==> config.mk <==
export PLATFORM = sky130hd
export DESIGN_NAME = uvs_rot_cell
export DESIGN_NICKNAME = d
export VERILOG_FILES = /design/src/design/uvs_pkg.sv /design/src/design/uvs_rot_cell.sv
export SDC_FILE = /design/constraint.sdc
export NUM_CORES = 1
export LEC_CHECK = 0
export ABC_AREA = 0
export BUFFER_PORTS_ARGS = -buffer_cell sky130_fd_sc_hd__clkbuf_2
export CAP_MARGIN = 30
export CORE_ASPECT_RATIO = 0.8
export CORE_MARGIN = 2
export CORE_UTILIZATION = 47
export CTS_CLUSTER_SIZE = 25
export DETAILED_ROUTE_END_ITERATION = 16
export GPL_TIMING_DRIVEN = 0
export PLACE_DENSITY = 0.68
export SYNTH_ARGS = -nofsm -noshare
export SYNTH_HDL_FRONTEND = slang
export SYNTH_SLANG_ARGS = --single-unit
==> constraint.sdc <==
create_clock -name clk_i -period 16.6 [get_ports clk_i]
set_clock_uncertainty 0.15 [all_clocks]
set_input_delay 1.66 -clock clk_i [delete_from_list [all_inputs] [get_ports clk_i]]
set_output_delay 1.66 -clock clk_i [all_outputs]
set_load 0.01 [all_outputs]
==> src/design/uvs_pkg.sv <==
// Package with the shared types, constants and tables of the UV sphere generator.
`timescale 1ns / 1ps
`default_nettype none
package uvs_pkg;

  localparam int unsigned MaxDivisions = 1023;
  localparam int unsigned CordicSteps  = 16;
  localparam int unsigned DivBits      = 10;
  localparam int unsigned QuotBits     = 32;
  localparam int unsigned IdxBits      = 21;
  localparam int unsigned RadBits      = 16;
  localparam int unsigned TexBits      = 17;
  localparam int unsigned NrmBits      = 16;
  localparam int unsigned CwBits       = 34;

  localparam logic signed [CwBits-1:0] CordicGain = 34'sd652032874;
  localparam logic signed [IdxBits-1:0] PosLim = 21'sd1048575;
  localparam logic signed [NrmBits-1:0] NrmLim = 16'sd16384;

  localparam logic [1:0] KindVertex   = 2'd0;
  localparam logic [1:0] KindTriangle = 2'd1;
  localparam logic [1:0] KindError    = 2'd2;

  localparam logic [1:0] CfgSectors = 2'd0;
  localparam logic [1:0] CfgStacks  = 2'd1;
  localparam logic [1:0] CfgRadius  = 2'd2;

  function automatic logic signed [CwBits-1:0] atan_turn(input logic [4:0] k);
    logic signed [CwBits-1:0] r;
    case (k)
      5'd0:  r = 34'sh20000000;
      5'd1:  r = 34'sh12E4051E;
      5'd2:  r = 34'sh09FB385B;
      5'd3:  r = 34'sh051111D4;
      5'd4:  r = 34'sh028B0D43;
      5'd5:  r = 34'sh0145D7E1;
      5'd6:  r = 34'sh00A2F61E;
      5'd7:  r = 34'sh00517C55;
      5'd8:  r = 34'sh0028BE53;
      5'd9:  r = 34'sh00145F2F;
      5'd10: r = 34'sh000A2F98;
      5'd11: r = 34'sh000517CC;
      5'd12: r = 34'sh00028BE6;
      5'd13: r = 34'sh000145F3;
      5'd14: r = 34'sh0000A2FA;
      5'd15: r = 34'sh0000517D;
      5'd16: r = 34'sh000028BE;
      5'd17: r = 34'sh0000145F;
      5'd18: r = 34'sh00000A30;
      5'd19: r = 34'sh00000518;
      5'd20: r = 34'sh0000028C;
      5'd21: r = 34'sh00000146;
      5'd22: r = 34'sh000000A3;
      5'd23: r = 34'sh00000051;
      default: r = '0;
    endcase
    return r;
  endfunction

  // Divider cell payload: one quotient bit per cell, restoring.
  typedef struct packed {
    logic [DivBits:0]   rem;
    logic [QuotBits-1:0] num;
    logic [QuotBits-1:0] quo;
  } div_word_t;

  // Rotation cell payload.
  typedef struct packed {
    logic signed [CwBits-1:0] x;
    logic signed [CwBits-1:0] y;
    logic signed [CwBits-1:0] z;
  } rot_word_t;

endpackage
`default_nettype wire

==> src/design/uvs_rot_cell.sv <==
// One CORDIC rotation cell: a fixed shift step that passes the vector on.
`timescale 1ns / 1ps
`default_nettype none
module uvs_rot_cell
  import uvs_pkg::*;
(
  input  wire logic      clk_i,
  input  wire logic [4:0] step_i,
  input  wire rot_word_t word_i,
  output rot_word_t      word_o
);
  rot_word_t word_d, word_q;
  logic signed [CwBits-1:0] dx, dy, at;

  always_comb begin
    dx = word_i.y >>> step_i;
    dy = word_i.x >>> step_i;
    at = atan_turn(step_i);
    if (!word_i.z[CwBits-1]) begin
      word_d.x = word_i.x - dx;
      word_d.y = word_i.y + dy;
      word_d.z = word_i.z - at;
    end else begin
      word_d.x = word_i.x + dx;
      word_d.y = word_i.y - dy;
      word_d.z = word_i.z + at;
    end
  end

  always_ff @(posedge clk_i) begin
    word_q <= word_d;
  end
  assign word_o = word_q;
endmodule
`default_nettype wire

==> impl_metrics.tcl, run 1 <==
set metrics [dict create \
    cp_data_arrival_time_ps 11330 \
    tightest_slew_ps 1360 \
    drive_gt1_frac 0.211 \
    fin_crit_sh 0.673 \
    crit_slowest_cell "clkbuf_1" \
    clockBufferDepth 2 \
    grt_max_degree 18 \
    hold_viol 0 \
    clock.fmax_mhz 89.5 \
    viasPerCell 6.95 \
    drt_iter0_markers 2247 \
    pwr-share-clk 0.149 \
    period_needed_ps 11170 \
    numCtsBuffers 9 \
    cts_tree "yes" \
    setup_viol 0 \
    ys.flop_type "dfxtp_1" \
    portBuffers 207 \
    synthCells 1777 \
    drv_cap 0 \
    yosys_warnings 0 \
    cts_setup_buffers 0 \
    grt_use_total 0.425 \
    clkSinkCount 102 \
    swShare 0.459 \
    wl_per_cell_um 29.7 \
    gp_congestion 1.09 \
    avgSynthCellArea_um2 8.30 \
    grt_pass1_wl_um 103000 \
    rows 57 \
    num_vias 16800 \
    most-common-layout-cells "207 x clkbuf_2, 165 x a21oi_1, 147 x nor2_1" \
    nFillCells 2910 \
    netlist_area_mm2 0.0147 \
    final_nets 2221 \
    largest_register_ffs 102 \
    yosys.area.top_type "dfxtp_1" \
    slowest_delay_ps 780 \
    syn2layout_area_growth_pct 13.0 \
    layout_commonest_cell "clkbuf_2" \
    ys_ff_latch 102 \
    p_switching_mw 0.727 \
    combinationalPowerShare 0.609 \
    cts_root_buf "clkbuf_16" \
    netlist_top_cells_area "dfxtp_1 14%, mux4_2 12%, ha_1 9.3%" \
    grt_overflow 0 \
    syn_nets 1998 \
    synthArstFlopShare 0 \
    num_io_pins 210 \
    antenna_left 0 \
    grt_pass1_vias 16100 \
    path_buf_inv 8 \
    cp_top_family "buffers and inverters" \
    leakage_nw 7.04 \
    critPathKind "input pin to flop" \
    slew_viol_final 0 \
    drc_errors 0 \
    outcome "complete, no violations" \
    cts_resized 0 \
    grt_antenna_before_repair 1 \
    worstPathRequired_ps 16760 \
    vdd_ir_drop_max_uv 69.3 \
    hold_class "input pin to flop" \
    post_dp_cell_area_mm2 0.0163 \
    path_max_fanout 10 \
    drt-pass1-iter-count 8 \
    pwr-share-seq 0.243 \
    powerDensity_mw_per_mm2 95.1 \
    cts_hold_buf 0 \
    end_kind "flop" \
    crit_top_cell "clkbuf_1" \
    slew_headroom 0.0924 \
    seq_area_frac_synth 0.139 \
    finalSetupTns_ps 0 \
    netlist.area_leader.share 0.139 \
    die_w_um 202 \
    fp.dieArea_mm2 0.0328 \
    coreArea_mm2 0.0306 \
    place_hpwl_um 56900 \
    finalWirelength_um 71900 \
    die_y_um 162 \
    cts.clk_slew.worst_paths_ps 80 \
    synthDistinctLibCells 94 \
    rsz0062_at_grt "false" \
    synth_edf_count 0 \
    fin_hold_ws_ps 1350 \
    start_util 0.482 \
    final_cell_area_mm2 0.0167 \
    start_kind "input pin" \
    cell_internal_pwr_mw 0.857 \
    htreeDepth 3 \
]
## path summary, 6_finish.rpt
path,from,end,depth (start not counted)
max,step_i[4],word_o[33]$_DFF_P_,26
min,word_i[0],word_o[0]$_DFF_P_,2
## per-layer routing
layer,track usage,vias up,share of wire
met3,0.185,284,0.15
met2,0.628,1318,0.41
li1,-,7212,-
met4,0.195,2,0.052
met5,0,-,0.00018
met1,0.533,7999,0.39
## metrics by stage
stage	setup WS [ps]	util	instances	total power [mW]
floorplan	9170	-	1777	1.00
global placement	5650	0.533	2397	1.30
detailed placement	5670	0.534	2401	1.32
CTS	6040	0.544	2417	1.56
global route	5290	0.544	2418	1.66
finish	5430	0.544	2419	1.58
## power groups by stage
| stage | Sequential (mW) | Combinational, mW | Clock (mW) |
|---|---|---|---|
| after floorplan | 0.446 | 0.554 | 0 |
| after global placement | 0.386 | 0.915 | 0 |
| after detailed placement | 0.390 | 0.930 | 0 |
| after CTS | 0.386 | 0.936 | 0.237 |
| after global routing | 0.392 | 1.03 | 0.244 |
| final | 0.385 | 0.964 | 0.235 |
## cells by family (layout without fill, tap and decap cells)
group,after synthesis,in the layout,share of synthesized area
AND/OR/NAND/NOR,484,484,0.163
other,0,1,0
XOR/XNOR,173,173,0.103
flip-flops,102,102,0.139
buffers and inverters,160,388,0.0483
adder cells (fa/ha/maj),113,113,0.0974
multiplexers,175,175,0.189
AO/OA/AOI/OAI,570,570,0.261
## synth_stat cells, types with 8 or more instances
master	number
mux4_2	76
o221ai_1	15
nand4_1	10
inv_1	53
xor2_1	65
nor3_1	39
a21oi_1	165
or2_2	11
dfxtp_1	102
a2111oi_0	8
a21o_1	37
nand2_1	117
buf_1	14
clkbuf_1	55
nand3b_1	8
nand2b_1	21
o22ai_1	12
and3_1	16
a31oi_1	25
nor4_1	10
nor2b_1	27
and2_1	17
o21ai_0	95
or3_1	9
ha_1	110
a211oi_1	21
nor2_1	147
nand3_1	21
o21bai_1	14
mux2i_1	52
buf_2	25
mux2_2	44
a22oi_1	10
xnor2_1	108
a211o_1	12
o211ai_1	19
o21a_1	17
## cell type report
cell class                      count  area (µm²)  area share
Buffer                            105         505      0.0304
Antenna cell                        1        2.50    0.000150
Multi-Input combinational cell   1515       12000       0.720
Clock buffer                       10         229      0.0137
Clock inverter                      6        71.3     0.00428
Timing Repair Buffer              212        1090      0.0655
Inverter                           55         206      0.0124
Tap cell                          413         517      0.0310
Sequential cell                   102        2040       0.123
Note: power is estimated with default switching activity, not from simulation.
==> run 2, diff against run 1 <==
--- a/config.mk
+++ b/config.mk
@@ -5,7 +5,7 @@
 export SDC_FILE = /design/constraint.sdc
 export NUM_CORES = 1
 export LEC_CHECK = 0
-export ABC_AREA = 0
+export ABC_AREA = 1
 export BUFFER_PORTS_ARGS = -buffer_cell sky130_fd_sc_hd__clkbuf_2
 export CAP_MARGIN = 30
 export CORE_ASPECT_RATIO = 0.8
@@ -14,7 +14,7 @@
 export CTS_CLUSTER_SIZE = 25
 export DETAILED_ROUTE_END_ITERATION = 16
 export GPL_TIMING_DRIVEN = 0
-export PLACE_DENSITY = 0.68
+export PLACE_DENSITY = 0.7
 export SYNTH_ARGS = -nofsm -noshare
 export SYNTH_HDL_FRONTEND = slang
 export SYNTH_SLANG_ARGS = --single-unit
==> constraint.sdc (replaced) <==
create_clock -name clk_i -period 10 [get_ports clk_i]
set_clock_uncertainty 0.15 [all_clocks]
set_input_delay 1 -clock clk_i [delete_from_list [all_inputs] [get_ports clk_i]]
set_output_delay 1 -clock clk_i [all_outputs]
set_load 0.01 [all_outputs]
==> impl_metrics.tcl, run 2 <==
set metrics [dict create \
    yosys-mux-area-fraction 0 \
    synthAdderAreaFrac 0.0997 \
    drive_gt1_frac 0.122 \
    ys.flop_type "dfxtp_1" \
    cts_tree "yes" \
    cts_resized 0 \
    crit_slowest_cell "a21boi_0" \
    rows 57 \
    hold_viol 0 \
    most-common-layout-cells "802 x nand2_1, 387 x nand3_1, 203 x inv_1, 203 x clkbuf_2, 181 x nor2_1" \
    clockBufferDepth 2 \
    powerDensity_mw_per_mm2 156 \
    drc_errors 0 \
    nFillCells 3274 \
    start_util 0.476 \
    slowest_delay_ps 680 \
    num_io_pins 210 \
    syn2layout_area_growth_pct 12.6 \
    use_met3 0.0916 \
    yosys.area_share.simple 0.431 \
    drv_cap 0 \
    netlist_top_cells_area "nand2_1 21%, dfxtp_1 14%, nand3_1 13%" \
    fp.dieArea_mm2 0.0321 \
    synthCells 2466 \
    grt_use_total 0.389 \
    yosysMostFrequentCell "nand2_1" \
    synth_edf_count 0 \
    fin_crit_sh 0.625 \
    viasPerCell 5.82 \
    gp_congestion 1.02 \
    gr-max-usage-layer "met1" \
    hold_class "input pin to flop" \
    path_buf_inv 9 \
    wl_per_cell_um 20.5 \
    leakage_nw 8.63 \
    cts_hold_buf 0 \
    diodes 0 \
    synthDistinctLibCells 53 \
    start_kind "input pin" \
    cts_root_buf "clkbuf_16" \
    ys_ff_latch 102 \
    seq_area_frac_synth 0.142 \
    clock.fmax_mhz 160 \
    coreArea_mm2 0.0302 \
    critPathKind "input pin to flop" \
    hp-start "word_i[0]" \
    num_vias 18000 \
    htreeDepth 3 \
    die_w_um 200 \
    gr-usage-met1 0.574 \
    final_nets 2901 \
    synth_top_family_by_area "simple AND/OR/NAND/NOR gates" \
    largest_register_ffs 102 \
    cp_data_arrival_time_ps 6360 \
    slew_viol_final 0 \
    synth_compound_area_frac 0.131 \
    grt_antenna_before_repair 0 \
    clkSinkCount 102 \
    grt_max_degree 19 \
    finalSetupTns_ps 0 \
    finalWirelength_um 63500 \
    yosys.area.top_type "nand2_1" \
    cts.clk_slew.worst_paths_ps 80 \
    tightest_slew_ps 1010 \
    avgSynthCellArea_um2 5.84 \
    slew_headroom 0.321 \
    synthArstFlopShare 0 \
    portBuffers 203 \
    drt-pass1-iter-count 6 \
    layout_commonest_cell "nand2_1" \
    whs_path_depth 2 \
    netlist.area_leader.share 0.209 \
    grt_overflow 0 \
    holdPathEnd "word_o[0]$_DFF_P_" \
    place_hpwl_um 53000 \
    drt_iter0_markers 2250 \
    period_needed_ps 6250 \
    antenna_left 0 \
    yosys_warnings 0 \
    worstPathRequired_ps 10110 \
    synth_common_cells "802 x nand2_1, 387 x nand3_1, 203 x inv_1" \
    path_max_fanout 10 \
    synth_xor_area_frac 0.102 \
    end_kind "flop" \
    grt_pass1_vias 16400 \
    use_met2 0.552 \
    final_util 0.536 \
    grt_pass1_wl_um 94500 \
    vdd_ir_drop_max_uv 123 \
    outcome "complete, no violations" \
    cp_top_family "compound AO/OA/AOI/OAI gates" \
    numCtsBuffers 9 \
    rsz0062_at_grt "false" \
    setup_viol 0 \
    syn_nets 2687 \
    netlist_area_mm2 0.0144 \
    die_y_um 161 \
    cts_setup_buffers 0 \
]
==> run 2: logic make-up after synthesis <==
group	count (synthesis)
fa+ha+maj	113
buf+inv	299
simple gates	1455
compound gates	329
xor+xnor	168
flops	102
==> run 2: cell type report <==
cell class              count  area (µm²)  share of cell area
plain buffers              87         556              0.0342
clock buffers              10         229              0.0141
multi-input cells        2065       11000               0.678
repair buffers            203        1020              0.0626
inverters                 212         806              0.0497
well taps                 413         517              0.0319
flip-flops and latches    102        2040               0.126
clock inverters             6        51.3             0.00316
==> run 2: how the worst max path moves through the flow <==
| stage | cells past startpoint | endpoint | slack (ps) | from |
|---|---|---|---|---|
| finish | 28 | word_o[92]$_DFF_P_ | 3750 | step_i[1] |
| global route | 28 | word_o[92]$_DFF_P_ | 3530 | step_i[1] |
| CTS | 28 | word_o[92]$_DFF_P_ | 4000 | step_i[1] |
| detailed placement | 28 | word_o[92]$_DFF_P_ | 3620 | step_i[1] |
| global placement | 28 | word_o[92]$_DFF_P_ | 3520 | step_i[1] |
| floorplan | 27 | word_o[27]$_DFF_P_ | 5180 | step_i[0] |
==> run 2: metal layers <==
metal  vias to the layer above  wire length [µm]
li1                       8562                 -
met1                      8288             28900
met2                      1045             25200
met3                       126              7490
met4                         2              1870
met5                         -                63
==> run 2: where the power goes <==
part / switching [mW] / internal [mW] / total [mW] / leakage (nW)
Clock: 0.197 / 0.174 / 0.371 / 0.139
Sequential: 0.0476 / 0.588 / 0.636 / 0.861
Combinational: 0.988 / 0.528 / 1.52 / 7.63
Total: 1.23 / 1.29 / 2.52 / 8.63
==> run 2: stage by stage <==
step	setup slack (ps)	hold WS (ps)	total power, mW	cell area (µm²)	instances
2_1_floorplan	5180	980	1.60	14400	2466
3_3_place_gp	3520	1080	2.10	15900	3082
3_5_place_dp	3620	1080	2.12	15900	3082
4_1_cts	4000	700	2.49	16200	3098
5_1_grt	3530	718	2.69	16200	3098
6_report	3750	701	2.52	16200	3098
==> run 3, diff against run 2 <==
==> constraint.sdc (replaced) <==
create_clock -name clk_i -period 5.3 [get_ports clk_i]
set_clock_uncertainty 0.15 [all_clocks]
set_input_delay 0.53 -clock clk_i [delete_from_list [all_inputs] [get_ports clk_i]]
set_output_delay 0.53 -clock clk_i [all_outputs]
set_load 0.01 [all_outputs]
==> impl_metrics.tcl, run 3 (synthesized netlist as in run 2, its figures left out) <==
set metrics [dict create \
    clkSinkCount 102 \
    layout_commonest_cell "nand2_1" \
    coreArea_mm2 0.0302 \
    finalSetupTns_ps 0 \
    period_needed_ps 5090 \
    die_y_um 161 \
    hold_viol 0 \
    dp_worst_setup_slack_ps -609 \
    clock.fmax_mhz 197 \
    place_inst 3082 \
    slew_headroom 0.310 \
    start_util 0.476 \
    portBuffers 203 \
    cts_tree "yes" \
    grt_max_degree 19 \
    critPathKind "input pin to flop" \
    powerDensity_mw_per_mm2 293 \
    grt_use_total 0.389 \
    final_nets 2903 \
    most-common-layout-cells "798 x nand2_1, 387 x nand3_1, 206 x clkbuf_2" \
    outcome "complete, no violations" \
    worstPathRequired_ps 5420 \
    numCtsBuffers 9 \
    final_util 0.541 \
    slew_viol_final 0 \
    rows 57 \
    vdd_ir_drop_max_uv 232 \
    viasPerCell 5.84 \
    num_vias 18100 \
    leakage_nw 8.68 \
    die_w_um 200 \
    end_kind "flop" \
    worst_slack_ps 213 \
    cts.clk_slew.worst_paths_ps 80 \
    drt_iter0_markers 2110 \
    fp.dieArea_mm2 0.0321 \
    diodes 0 \
    fin_hold_ws_ps 228 \
    grt_overflow 0 \
    drive_gt1_frac 0.132 \
    clockBufferDepth 2 \
    finalWirelength_um 63800 \
    drt-pass1-iter-count 10 \
    place_hpwl_um 53000 \
    hold_class "input pin to flop" \
    wl_per_cell_um 20.6 \
    tightest_slew_ps 1040 \
    setup_viol 0 \
    cts_hold_buf 0 \
    antenna_left 0 \
    drc_errors 0 \
    num_io_pins 210 \
    instances_no_fill 3100 \
    grt_antenna_before_repair 0 \
    grt_pass1_vias 16400 \
    cp_data_arrival_time_ps 5200 \
    start_kind "input pin" \
    path_max_fanout 10 \
    cts_root_buf "clkbuf_16" \
    fin_crit_sh 0.960 \
    largest_register_ffs 102 \
    grt_pass1_wl_um 94500 \
    drv_cap 0 \
    syn2layout_area_growth_pct 13.6 \
    gp_congestion 1.02 \
    htreeDepth 3 \
]
## run 3: cell count changes in the layout (fill, tap and decap cells not counted), sizes merged
cell / change
buf: -1
clkdlybuf4s15: +2
clkbuf: +1
## run 3: power breakdown
part           internal [mW]  switching (mW)  total [mW]
combinational           1.01            1.89        2.90
clock                  0.329           0.374       0.702
sequential              1.11          0.0899        1.20
## run 3: worst max-delay path, cell delays in order
cell      delay [ps]
clkbuf_2         140
buf_6            170
nor2_1           140
buf_2            380
o211ai_1         170
nand3_1          160
nand3_1          120
nand2_2          230
inv_1             80
ha_1             200
inv_1             50
nor2_1            40
nand2_2          150
nand2_1           80
xor2_1           360
inv_1            110
ha_1             370
nand2_1           90
inv_1             70
a21oi_1          140
o21ai_0          560
a21oi_1          190
o21ai_0          350
a21oi_1          150
xnor2_1          150
## run 3: timing repair
action,CTS,global route
resized for setup,3,49
buffers inserted,0,2
pin swaps,0,3
endpoints found under the setup margin,4,28
## run 3: path summary, 6_finish.rpt
| check | from | end | depth (start not counted) |
|---|---|---|---|
| setup / recovery | step_i[1] | word_o[89]$_DFF_P_ | 25 |
| hold / removal | word_i[0] | word_o[0]$_DFF_P_ | 2 |
## run 3: final cells by class
| type | instances | area [µm²] |
|---|---|---|
| fill | 3259 | 13900 |
| multi-input combinational | 2065 | 11100 |
| sequential | 102 | 2040 |
| timing repair buffer | 205 | 1030 |
| inverter | 212 | 806 |
| buffer | 87 | 581 |
| tap | 413 | 517 |
| clock buffer | 10 | 229 |
| clock inverter | 6 | 51.3 |
## run 3: per-layer routing
| metal | wire length, µm | vias to the layer above | GRT usage |
|---|---|---|---|
| met5 | 78 | - | 0.0154 |
| met4 | 1800 | 2 | 0.116 |
| met3 | 7570 | 121 | 0.0916 |
| met2 | 25500 | 1039 | 0.552 |
| met1 | 28800 | 8378 | 0.574 |
| li1 | - | 8565 | - |
## run 3: stage by stage
stage	cell area [µm²]	power (mW)
final	16400	4.80
after global placement	15900	3.97
after global routing	16400	5.11
after floorplan	14400	3.02
after detailed placement	15900	3.99
after CTS	16200	4.71
