$ cat config.mk
export PLATFORM = sky130hd
export DESIGN_NAME = uvs_div_cell
export DESIGN_NICKNAME = d
export VERILOG_FILES = /design/src/design/uvs_pkg.sv /design/src/design/uvs_div_cell.sv
export SDC_FILE = /design/constraint.sdc
export NUM_CORES = 1
export LEC_CHECK = 0
export ABC_AREA = 1
export CORE_MARGIN = 3
export CORE_UTILIZATION = 50
export CTS_BUF_LIST = sky130_fd_sc_hd__clkbuf_8
export DETAILED_ROUTE_END_ITERATION = 10
export DONT_BUFFER_PORTS = 1
export GPL_TIMING_DRIVEN = 0
export PLACE_DENSITY_LB_ADDON = 0.15
export SLEW_MARGIN = 25
export SYNTH_ARGS = -nofsm -noshare
export SYNTH_HDL_FRONTEND = slang
export SYNTH_SLANG_ARGS = --single-unit
$ cat constraint.sdc
create_clock -name clk_i -period 2.3 [get_ports clk_i]
set_input_delay 0.46 -clock clk_i [delete_from_list [all_inputs] [get_ports clk_i]]
set_output_delay 0.46 -clock clk_i [all_outputs]
set_load 0.02 [all_outputs]
$ cat src/design/uvs_pkg.sv
// Package with the shared types, constants and tables of the UV sphere generator.
`timescale 1ns / 1ps
`default_nettype none
package uvs_pkg;

  localparam int unsigned MaxDivisions = 1023;
  localparam int unsigned CordicSteps  = 16;
  localparam int unsigned DivBits      = 10;
  localparam int unsigned QuotBits     = 32;
  localparam int unsigned IdxBits      = 21;
  localparam int unsigned RadBits      = 16;
  localparam int unsigned TexBits      = 17;
  localparam int unsigned NrmBits      = 16;
  localparam int unsigned CwBits       = 34;

  localparam logic signed [CwBits-1:0] CordicGain = 34'sd652032874;
  localparam logic signed [IdxBits-1:0] PosLim = 21'sd1048575;
  localparam logic signed [NrmBits-1:0] NrmLim = 16'sd16384;

  localparam logic [1:0] KindVertex   = 2'd0;
  localparam logic [1:0] KindTriangle = 2'd1;
  localparam logic [1:0] KindError    = 2'd2;

  localparam logic [1:0] CfgSectors = 2'd0;
  localparam logic [1:0] CfgStacks  = 2'd1;
  localparam logic [1:0] CfgRadius  = 2'd2;

  function automatic logic signed [CwBits-1:0] atan_turn(input logic [4:0] k);
    logic signed [CwBits-1:0] r;
    case (k)
      5'd0:  r = 34'sh20000000;
      5'd1:  r = 34'sh12E4051E;
      5'd2:  r = 34'sh09FB385B;
      5'd3:  r = 34'sh051111D4;
      5'd4:  r = 34'sh028B0D43;
      5'd5:  r = 34'sh0145D7E1;
      5'd6:  r = 34'sh00A2F61E;
      5'd7:  r = 34'sh00517C55;
      5'd8:  r = 34'sh0028BE53;
      5'd9:  r = 34'sh00145F2F;
      5'd10: r = 34'sh000A2F98;
      5'd11: r = 34'sh000517CC;
      5'd12: r = 34'sh00028BE6;
      5'd13: r = 34'sh000145F3;
      5'd14: r = 34'sh0000A2FA;
      5'd15: r = 34'sh0000517D;
      5'd16: r = 34'sh000028BE;
      5'd17: r = 34'sh0000145F;
      5'd18: r = 34'sh00000A30;
      5'd19: r = 34'sh00000518;
      5'd20: r = 34'sh0000028C;
      5'd21: r = 34'sh00000146;
      5'd22: r = 34'sh000000A3;
      5'd23: r = 34'sh00000051;
      default: r = '0;
    endcase
    return r;
  endfunction

  // Divider cell payload: one quotient bit per cell, restoring.
  typedef struct packed {
    logic [DivBits:0]   rem;
    logic [QuotBits-1:0] num;
    logic [QuotBits-1:0] quo;
  } div_word_t;

  // Rotation cell payload.
  typedef struct packed {
    logic signed [CwBits-1:0] x;
    logic signed [CwBits-1:0] y;
    logic signed [CwBits-1:0] z;
  } rot_word_t;

endpackage
`default_nettype wire

$ cat src/design/uvs_div_cell.sv
// One restoring divider cell: produces one quotient bit and passes the word on.
`timescale 1ns / 1ps
`default_nettype none
module uvs_div_cell
  import uvs_pkg::*;
(
  input  wire logic           clk_i,
  input  wire logic [DivBits-1:0] den_i,
  input  wire div_word_t      word_i,
  output div_word_t           word_o
);
  div_word_t word_d, word_q;
  logic [DivBits+1:0] trial;

  always_comb begin
    trial = {word_i.rem, word_i.num[QuotBits-1]};
    word_d.num = {word_i.num[QuotBits-2:0], 1'b0};
    if (trial >= {2'b00, den_i}) begin
      word_d.rem = DivBits'(trial - {2'b00, den_i}) == '0 ? '0 :
                   (DivBits+1)'(trial - {2'b00, den_i});
      word_d.quo = {word_i.quo[QuotBits-2:0], 1'b1};
    end else begin
      word_d.rem = (DivBits+1)'(trial);
      word_d.quo = {word_i.quo[QuotBits-2:0], 1'b0};
    end
  end

  always_ff @(posedge clk_i) begin
    word_q <= word_d;
  end
  assign word_o = word_q;
endmodule
`default_nettype wire

==> results of run 1 <==
==> final cells by class <==
type	instances	share of cell area
plain buffers	3	0.01448
clock buffers	12	0.06165
clock inverters	3	0.01728
inverters	40	0.05605
multi-input cells	123	0.2732
flip-flops and latches	74	0.5530
well taps	52	0.02429
==> where the power goes <==
group / internal [mW] / switching, mW / total [mW]
registers: 1.38 / 0.157 / 1.54
clock network: 0.587 / 0.427 / 1.01
logic: 0.0990 / 0.149 / 0.248
==> final timing paths <==
| kind | from | endpoint | slack, ns |
|---|---|---|---|
| min | word_i[7] | word_o[8] | 0.15 |
| max | word_i[63] | word_o[74] | 0.49 |
==> worst max-delay path, delay by kind of cell <==
kind	cells	cell delay, ns
fa+ha+maj	2	0.62
buf+inv	2	0.16
simple gates	7	0.80
==> per-stage QoR <==
step | total power, mW | hold WS, ns
floorplan | 1.760 | 0.4877
global placement | 1.814 | 0.4878
detailed placement | 1.817 | 0.4878
CTS | 2.837 | 0.1243
global route | 2.929 | 0.1182
finish | 2.798 | 0.1496
==> Yosys cell counts <==
cell and number:
nand4_1 1, a21oi_2 3, xor2_1 1, o21ai_2 7, nand2_4 1, nand3_4 1
ha_1 10, nor3_1 2, or2_4 1, dfxtp_1 74, nand2_1 52, nand3b_1 2
buf_6 1, nand2_2 2, a21oi_1 3, conb_1 1, nor2_1 10, fa_1 1
inv_1 40, or2_2 2, nor2_2 2, o21ai_1 1, buf_12 1, nand3_2 5
nand3_1 14, o21bai_1 1, buf_4 1
==> per-layer routing <==
metal / share of wire / routed length (um) / track usage / vias up
met4: 0.013 / 63 / 0.07573 / 0
met5: 0 / 0 / 0 / -
met2: 0.53 / 2654 / 0.2867 / 76
met1: 0.37 / 1869 / 0.1709 / 655
met3: 0.087 / 439 / 0.08179 / 5
li1: - / - / - / 753
==> kinds of logic (layout without fill, tap and decap cells) <==
family	after synthesis	count (layout)	synth area share
adders and majority gates	11	11	0.06042
xor gates and xnor gates	1	1	0.003646
AOI/OAI and AO/OA	15	15	0.04792
other	1	1	0.001561
and+or+nand+nor	95	95	0.1911
buffers and inverters	43	58	0.07865
DFF	74	74	0.6167
==> results by group, run 1 <==
Hold path
  • HP Class: input port to flop
  • Hold Path Cell Cnt: 0

Cells and area
  • Final instance area: 2679 um2
  • Number of flip-flops in the largest register: 74
  • Commonest non-fill, non-tap cells in the layout: dfxtp_1 (74), nand2_1 (52), inv_1 (40), nand3_1 (14), clkbuf_8 (12)
  • Area of the multi-input gates: 732.0 um2
  • Final Non-Filler Cells: 307
  • Post-Route Utilization: 0.5947
  • # nets final: 348
  • Commonest non-fill, non-tap cell in the layout: dfxtp_1
  • Synth-to-layout area growth: 11.51%
  • Diode count: 0
  • Layout cells sized above 1: 0.1647
  • Sequential Area: 1481 um2
  • Layout filler cell count: 390

Die
  • Cell row count: 24
  • Die area: 5672 um2
  • Die W: 75.32 um
  • # IOs: 161
  • Core box area: 4504 um2
  • Die Height: 75.32 um
  • Starting Density: 0.5333

Synthesis
  • Yosys top cell by area: dfxtp_1
  • Cell count after synthesis: 240
  • Synth area leaders: dfxtp_1 (62%), nand2_1 (8.1%), inv_1 (6.3%), ha_1 (5.2%), nand3_1 (2.9%)
  • Flip-flop and latch count after synthesis: 74
  • Mapped Avg Cell Area: 10.01 um2
  • Synth top area share: 0.6167
  • Synth Cell Area: 2402 um2
  • Synth warn: 0
  • Sequential-to-total area share from yosys stat: 0.6167
  • Synth unique cells: 27
  • Synth Net Count: 337

Worst setup path
  • Critical path, cell by cell: inv_1, ha_1, inv_1, fa_1, or2_2, nor2_1, nand3_1, nor2_1, nand2_1, nor2_1, nor2_1
  • CP max-delay cell: fa_1
  • Worst EP arrival: 2.04 ns
  • Startpoint type of the worst setup path: input port
  • Crit path largest cell delay: 0.44 ns
  • CP max FO: 4
  • Worst EP required: 2.53 ns
  • WS Path Type: input port to flop
  • CP endpoint kind: flop
  • CP most frequent cell: nor2_1

Routing
  • Drt pass-1 iters: 4
  • Routed len/inst: 16.37 um
  • Post-Route WL: 5027 um
  • Vias: 1489
  • Vias per cell: 4.850
  • DRT antenna net count: 0
  • DR DRC count: 0
  • Number of DRC markers in iteration 0: 27

GRT
  • First-pass GRT wire length: 6568 um
  • GRT Overall Usage: 0.1670
  • Antenna violations before repair: 0
  • Largest net degree at the start of global routing: 13
  • Vias in the first global route: 1290
  • Global route overflow: 0

STA
  • Final period util: 0.7848
  • Tmin final: 1.805 ns
  • RSZ-0062 raised after global routing: no
  • Final count of negative-setup-slack endpoints: 0
  • Setup_tns: 0 ns
  • Max-slew violation count: 0
  • Setup ws final: 0.4949 ns
  • Final hold violations: 0
  • FMAX: 554.0 MHz

Clock network
  • Max Root-Sink Buffers: 2
  • Sink Count: 74
  • Cts repair resizes: 0
  • # hold bufs at CTS: 0
  • Total CTS buffers: 9
  • H-Tree Level Count: 3
  • Clk slew on worst S/H paths: 0.07 ns
  • CTS root buffer: clkbuf_8
  • CTS tree: built
  • Postcts setup bufs: 0

Run status
  • Status: finished, final reports clean

Placed design
  • DP Area: 2467 um2
  • Cells after DPL: 292
  • Detailed placement HPWL: 4128 um
  • DP Worst Slack: 0.1160 ns
  • Placer Congestion: 0.8186
  • # port buffers: 0

Job
  • Maximum capacitance violations: 0

Power
  • Pleak: 1.343 nW
  • Pwr per Cell Area: 1044 nW/um2
  • Maximum vdd drop: 0.0004702 V
(Power assumes the default switching activity.)
==> inputs of run 2 (changes only) <==
==> constraint.sdc (replaced) <==
create_clock -name clk_i -period 1.55 [get_ports clk_i]
set_input_delay 0.31 -clock clk_i [delete_from_list [all_inputs] [get_ports clk_i]]
set_output_delay 0.31 -clock clk_i [all_outputs]
set_load 0.02 [all_outputs]
==> results by group, run 2 (same netlist as run 1, synthesis figures left out) <==
Placed design
  • # port buffers: 0 (unchanged)
  • DP Worst Slack: -0.2751 ns (-0.3911 ns)
  • Placer Congestion: 0.8506 (+3.9%)
  • Detailed placement HPWL: 4220 um (+2.2%)
  • DP Area: 2512 um2 (+1.8%)

Worst setup path
  • CP max FO: 5 (+1)
  • Worst EP required: 1.79 ns (-0.74 ns)
  • CP max-delay cell: fa_2
  • Startpoint type of the worst setup path: input port
  • CP most frequent cell: nand2_2
  • Critical path, cell by cell: inv_12, ha_4, inv_4, fa_2, nand2_2, nand2_2, nand3_2, nand2_2, nand2_4, nand3_4, clkbuf_16, nand3_2, o21ai_2
  • CP bufs+invs: 3 (+1)
  • Worst path top cell family by delay: simple AND/OR/NAND/NOR gates
  • Crit path largest cell delay: 0.36 ns (-0.08 ns)
  • CP endpoint kind: flop
  • WS Path Type: input port to flop
  • Worst EP arrival: 1.74 ns (-0.30 ns)

GRT
  • Routing usage on met2: 0.4238 (+0.1371)
  • Met3 usage: 0.1082 (+0.02639)
  • Global routing's busiest layer: met2
  • Antenna violations before repair: 0 (unchanged)
  • First-pass GRT wire length: 9604 um (+46%)
  • GRT Overall Usage: 0.2414 (+0.07437)
  • Vias in the first global route: 1764 (+37%)
  • Largest net degree at the start of global routing: 13 (unchanged)
  • Global route overflow: 0 (unchanged)
  • GR Util met1: 0.2540 (+0.08305)

Power
  • Int Pwr: 3.089 mW (+50%)
  • Reg power frac: 0.533 (-0.016)
  • Maximum vdd drop: 0.0006623 V (+41%)
  • Clock share of power: 0.343 (-0.020)
  • Switching Fraction: 0.2814 (+0.01954)
  • Psw: 1.210 mW (+65%)
  • Pwr per Cell Area: 1279 nW/um2 (+22%)
  • Logic gate share of total power: 0.124 (+0.035)
  • Pleak: 1.612 nW (+20%)

Routing
  • Routed len/inst: 18.32 um (+12%)
  • Vias per cell: 4.771 (-1.6%)
  • Post-Route WL: 6797 um (+35%)
  • DRT antenna net count: 0 (unchanged)
  • Drt pass-1 iters: 4 (unchanged)
  • Number of DRC markers in iteration 0: 39 (+44%)
  • Vias: 1770 (+19%)
  • DR DRC count: 0 (unchanged)

STA
  • Max-slew violation count: 0 (unchanged)
  • Setup ws final: 0.05072 ns (-0.4442 ns)
  • Final count of negative-setup-slack endpoints: 0 (unchanged)
  • Final period util: 0.9673
  • Tmin final: 1.499 ns
  • Final hold violations: 0 (unchanged)
  • RSZ-0062 raised after global routing: no
  • FMAX: 667.0 MHz
  • Setup_tns: 0 ns (unchanged)

Die
  • Starting Density: 0.5333 (unchanged)
  • Core box area: 4504 um2 (unchanged)
  • Cell row count: 24 (unchanged)
  • Die W: 75.32 um (unchanged)
  • Die Height: 75.32 um (unchanged)
  • # IOs: 161 (unchanged)
  • Die area: 5672 um2 (unchanged)

Clock network
  • Sink Count: 74 (unchanged)
  • Clk slew on worst S/H paths: 0.07 ns (about the same)
  • H-Tree Level Count: 3 (unchanged)
  • Max Root-Sink Buffers: 2 (unchanged)
  • CTS tree: built
  • Total CTS buffers: 9 (unchanged)
  • CTS root buffer: clkbuf_8

Cells and area
  • Diode count: 0 (unchanged)
  • Layout cells sized above 1: 0.1599 (-0.004831)
  • # nets final: 412 (+18%)
  • Commonest non-fill, non-tap cell in the layout: dfxtp_1
  • Final instance area: 3362 um2 (+26%)
  • Commonest non-fill, non-tap cells in the layout: dfxtp_1 (74), dlygate4sd3_1 (62), nand2_1 (48), inv_1 (39), nand3_1 (14)
  • Synth-to-layout area growth: 39.95%
  • Number of flip-flops in the largest register: 74 (unchanged)
  • Layout filler cell count: 315 (-19%)

Hold path
  • HP Class: input port to flop
  • Hold Path Cell Cnt: 2 (+2)
  • Hold path start: word_i[63]
  • Hold Path End: word_o[64]

Job
  • Maximum capacitance violations: 0 (unchanged)

Run status
  • Status: finished, final reports clean
[run 2: cell count changes in the layout (fill, tap and decap cells not counted), sizes merged]
cell / delta
clkinvlp: +2
clkbuf: -1
dlygate4sd3: +62
buf: +1
[run 2: power by group through the flow]
stage | combinational [mW] | sequential [mW] | clock (mW)
after floorplan | 0.326 | 2.30 | 0
after global placement | 0.383 | 2.33 | 0
after detailed placement | 0.387 | 2.33 | 0
after CTS | 0.515 | 2.29 | 1.47
after global routing | 0.601 | 2.30 | 1.59
final | 0.533 | 2.29 | 1.48
[run 2: layer usage]
metal / vias to the layer above / part of all wire / wire [um]
li1: 882 / - / -
met5: - / 0 / 0
met3: 14 / 0.097 / 661
met4: 0 / 0.020 / 135
met1: 786 / 0.37 / 2499
met2: 88 / 0.52 / 3502
[run 2: worst max path at each step]
stage	cells after the start	slack [ns]	start	endpoint
2_1_floorplan	13	-0.14	word_i[63]	word_o[73]
3_3_place_gp	11	-0.27	word_i[63]	word_o[74]
3_5_place_dp	11	-0.28	word_i[63]	word_o[74]
4_1_cts	13	0.09	word_i[63]	word_o[69]
5_1_grt	13	0.001	word_i[63]	word_o[68]
6_report	13	0.05	word_i[63]	word_o[68]
[run 2: layout make-up]
type                       count  area (um2)  share of cell area
buffer                         3       38.79             0.01154
sequential                    74        1481              0.4406
inverter                      40       165.2             0.04913
clock buffer                  10       137.6             0.04094
tap                           52       65.06             0.01935
multi-input combinational    123       764.5              0.2274
timing repair buffer          64       653.1              0.1943
clock inverter                 5       56.30             0.01675
[run 2: per-stage QoR]
stage          hold WS (ns)  cells  power [mW]  utilization
2_1_floorplan        0.3377    240       2.628            -
3_3_place_gp         0.3378    292       2.713       0.5578
6_report             0.1027    371       4.298       0.7464
3_5_place_dp         0.3378    292       2.720       0.5578
5_1_grt             0.07879    371       4.491       0.7464
4_1_cts             0.08633    369       4.269       0.7386
[run 2: timing repair]
action | CTS | global route
buffers inserted | 0 | 1
hold buffers | 62 | 0
setup endpoints to repair | 0 | 5
gates resized for setup | 0 | 1
hold endpoints to repair | 62 | 0
==> inputs of run 3 (changes only) <==
--- a/config.mk
+++ b/config.mk
@@ -6,6 +6,7 @@
 export NUM_CORES = 1
 export LEC_CHECK = 0
 export ABC_AREA = 1
+export CORE_ASPECT_RATIO = 1.5
 export CORE_MARGIN = 3
 export CORE_UTILIZATION = 50
 export CTS_BUF_LIST = sky130_fd_sc_hd__clkbuf_8
==> results by group, run 3 (same netlist as run 1, synthesis figures left out) <==
Die
  • Die Height: 90.90 um (+21%)
  • # IOs: 161 (unchanged)
  • Die area: 5690 um2 (+0.30%)
  • Cell row count: 30 (+25%)
  • Core box area: 4579 um2 (+1.7%)
  • Starting Density: 0.5246 (-0.008743)
  • Die W: 62.60 um (-17%)

Worst setup path
  • Worst EP arrival: 1.72 ns (-0.02 ns)
  • Crit path largest cell delay: 0.44 ns (+0.08 ns)
  • Startpoint type of the worst setup path: input port
  • Worst EP required: 1.79 ns (about the same)
  • CP endpoint kind: flop
  • Critical path, cell by cell: inv_12, ha_4, inv_4, fa_2, or2_4, nor2_1, nand3_1, nor2_1, nand2_1, nor2_1, nor2_1
  • WS Path Type: input port to flop
  • CP max-delay cell: fa_2
  • Worst path top cell family by delay: simple AND/OR/NAND/NOR gates
  • CP most frequent cell: nor2_1
  • CP bufs+invs: 2 (-1)
  • CP max FO: 4 (-1)

Routing
  • Routed len/inst: 17.89 um (-2.3%)
  • Number of DRC markers in iteration 0: 83 (+110%)
  • DRT antenna net count: 0 (unchanged)
  • Vias: 1774 (+0.23%)
  • Drt pass-1 iters: 4 (unchanged)
  • DR DRC count: 0 (unchanged)
  • Vias per cell: 4.632 (-2.9%)
  • Post-Route WL: 6853 um (+0.82%)

Power
  • Pwr per Cell Area: 1245 nW/um2 (-2.6%)
  • Power Total: 4.193 mW (-2.5%)
  • Pleak: 1.602 nW (-0.64%)
  • Maximum vdd drop: 0.0008948 V (+35%)

STA
  • Final period util: 0.9551 (-0.01220)
  • Tmin final: 1.480 ns (-0.01891 ns)
  • RSZ-0062 raised after global routing: no
  • Max-slew violation count: 0 (unchanged)
  • Fin Hold WS: 0.09816 ns (-0.004539 ns)
  • Final hold violations: 0 (unchanged)
  • Setup ws final: 0.06963 ns (+0.01891 ns)
  • FMAX: 675.5 MHz (+1.3%)
  • Final count of negative-setup-slack endpoints: 0 (unchanged)

Placed design
  • # port buffers: 0 (unchanged)
  • Detailed placement HPWL: 4341 um (+2.9%)
  • DP Area: 2527 um2 (+0.60%)
  • DP Worst Slack: -0.3000 ns (-0.02484 ns)
  • Placer Congestion: 0.8873 (+4.3%)

Clock network
  • H-Tree Level Count: 3 (unchanged)
  • Clk slew on worst S/H paths: 0.09 ns (+0.02 ns)
  • CTS tree: built
  • CTS root buffer: clkbuf_8
  • Sink Count: 74 (unchanged)
  • Total CTS buffers: 9 (unchanged)
  • Max Root-Sink Buffers: 2 (unchanged)

Cells and area
  • Commonest non-fill, non-tap cells in the layout: dfxtp_1 (74), dlygate4sd3_1 (62), nand2_1 (48), inv_1 (38), nand3_1 (14)
  • Layout cells sized above 1: 0.1661 (+0.006270)
  • Final instance area: 3367 um2 (+0.15%)
  • Diode count: 0 (unchanged)
  • Layout filler cell count: 347 (+10%)
  • Commonest non-fill, non-tap cell in the layout: dfxtp_1
  • Number of flip-flops in the largest register: 74 (unchanged)
  • # nets final: 411 (-0.24%)
  • Synth-to-layout area growth: 40.16%

Job
  • Maximum capacitance violations: 0 (unchanged)

GRT
  • Global route overflow: 0 (unchanged)
  • Largest net degree at the start of global routing: 16 (+3)
  • Antenna violations before repair: 0 (unchanged)
  • First-pass GRT wire length: 10330 um (+7.5%)
  • Vias in the first global route: 1805 (+2.3%)
  • GRT Overall Usage: 0.2485 (+0.007139)

Hold path
  • HP Class: input port to flop

Run status
  • Status: finished, final reports clean
==> run 3: cell count changes in the layout (fill, tap and decap cells not counted) <==
cell / previous run / this run
inv_6: 0 / 3
nand2_2: 6 / 5
inv_1: 39 / 38
clkbuf_8: 10 / 9
buf_4: 2 / 1
inv_8: 0 / 1
nand2_4: 1 / 2
ha_2: 0 / 1
ha_1: 9 / 8
bufinv_16: 1 / 0
==> run 3: power by group <==
group / leakage (nW) / internal (mW) / switching, mW
Clock: 0.0848 / 0.608 / 0.761
Combinational: 0.893 / 0.271 / 0.263
Sequential: 0.624 / 2.04 / 0.246
==> run 3: routing by layer <==
metal / vias to the layer above / global-route usage / part of all wire
met3: 7 / 0.1196 / 0.11
li1: 885 / - / -
met5: - / 0 / 0
met1: 788 / 0.2305 / 0.32
met4: 0 / 0.09761 / 0.015
met2: 94 / 0.4568 / 0.56
==> run 3: cell type report <==
cell class                 instances  area, um2  area share
multi-input combinational        123      772.0      0.2293
clock buffer                       9      123.9     0.03679
sequential                        74       1481      0.4400
timing repair buffer              63      645.6      0.1918
inverter                          40      165.2     0.04905
buffer                             3      38.79     0.01152
clock inverter                     7      60.06     0.01784
tap                               64      80.08     0.02378
==> run 3: metrics by stage <==
| step | util | instances | setup TNS (ns) |
|---|---|---|---|
| floorplan | - | 240 | -1.533 |
| global route | 0.7352 | 383 | 0 |
| detailed placement | 0.5519 | 304 | -3.036 |
| global placement | 0.5519 | 304 | -2.925 |
| CTS | 0.7276 | 382 | 0 |
| finish | 0.7352 | 383 | 0 |
==> run 3: worst paths after layout <==
path	cells past startpoint	to	startpoint
worst min-delay path	2	word_o[64]	word_i[63]
worst max-delay path	11	word_o[74]	word_i[63]
==> run 3: timing repair <==
action	CTS	global route
hold buffers	62	0
hold endpoints to repair	62	0
buffers inserted	0	0
gates resized for setup	0	3
endpoints found under the setup margin	0	4
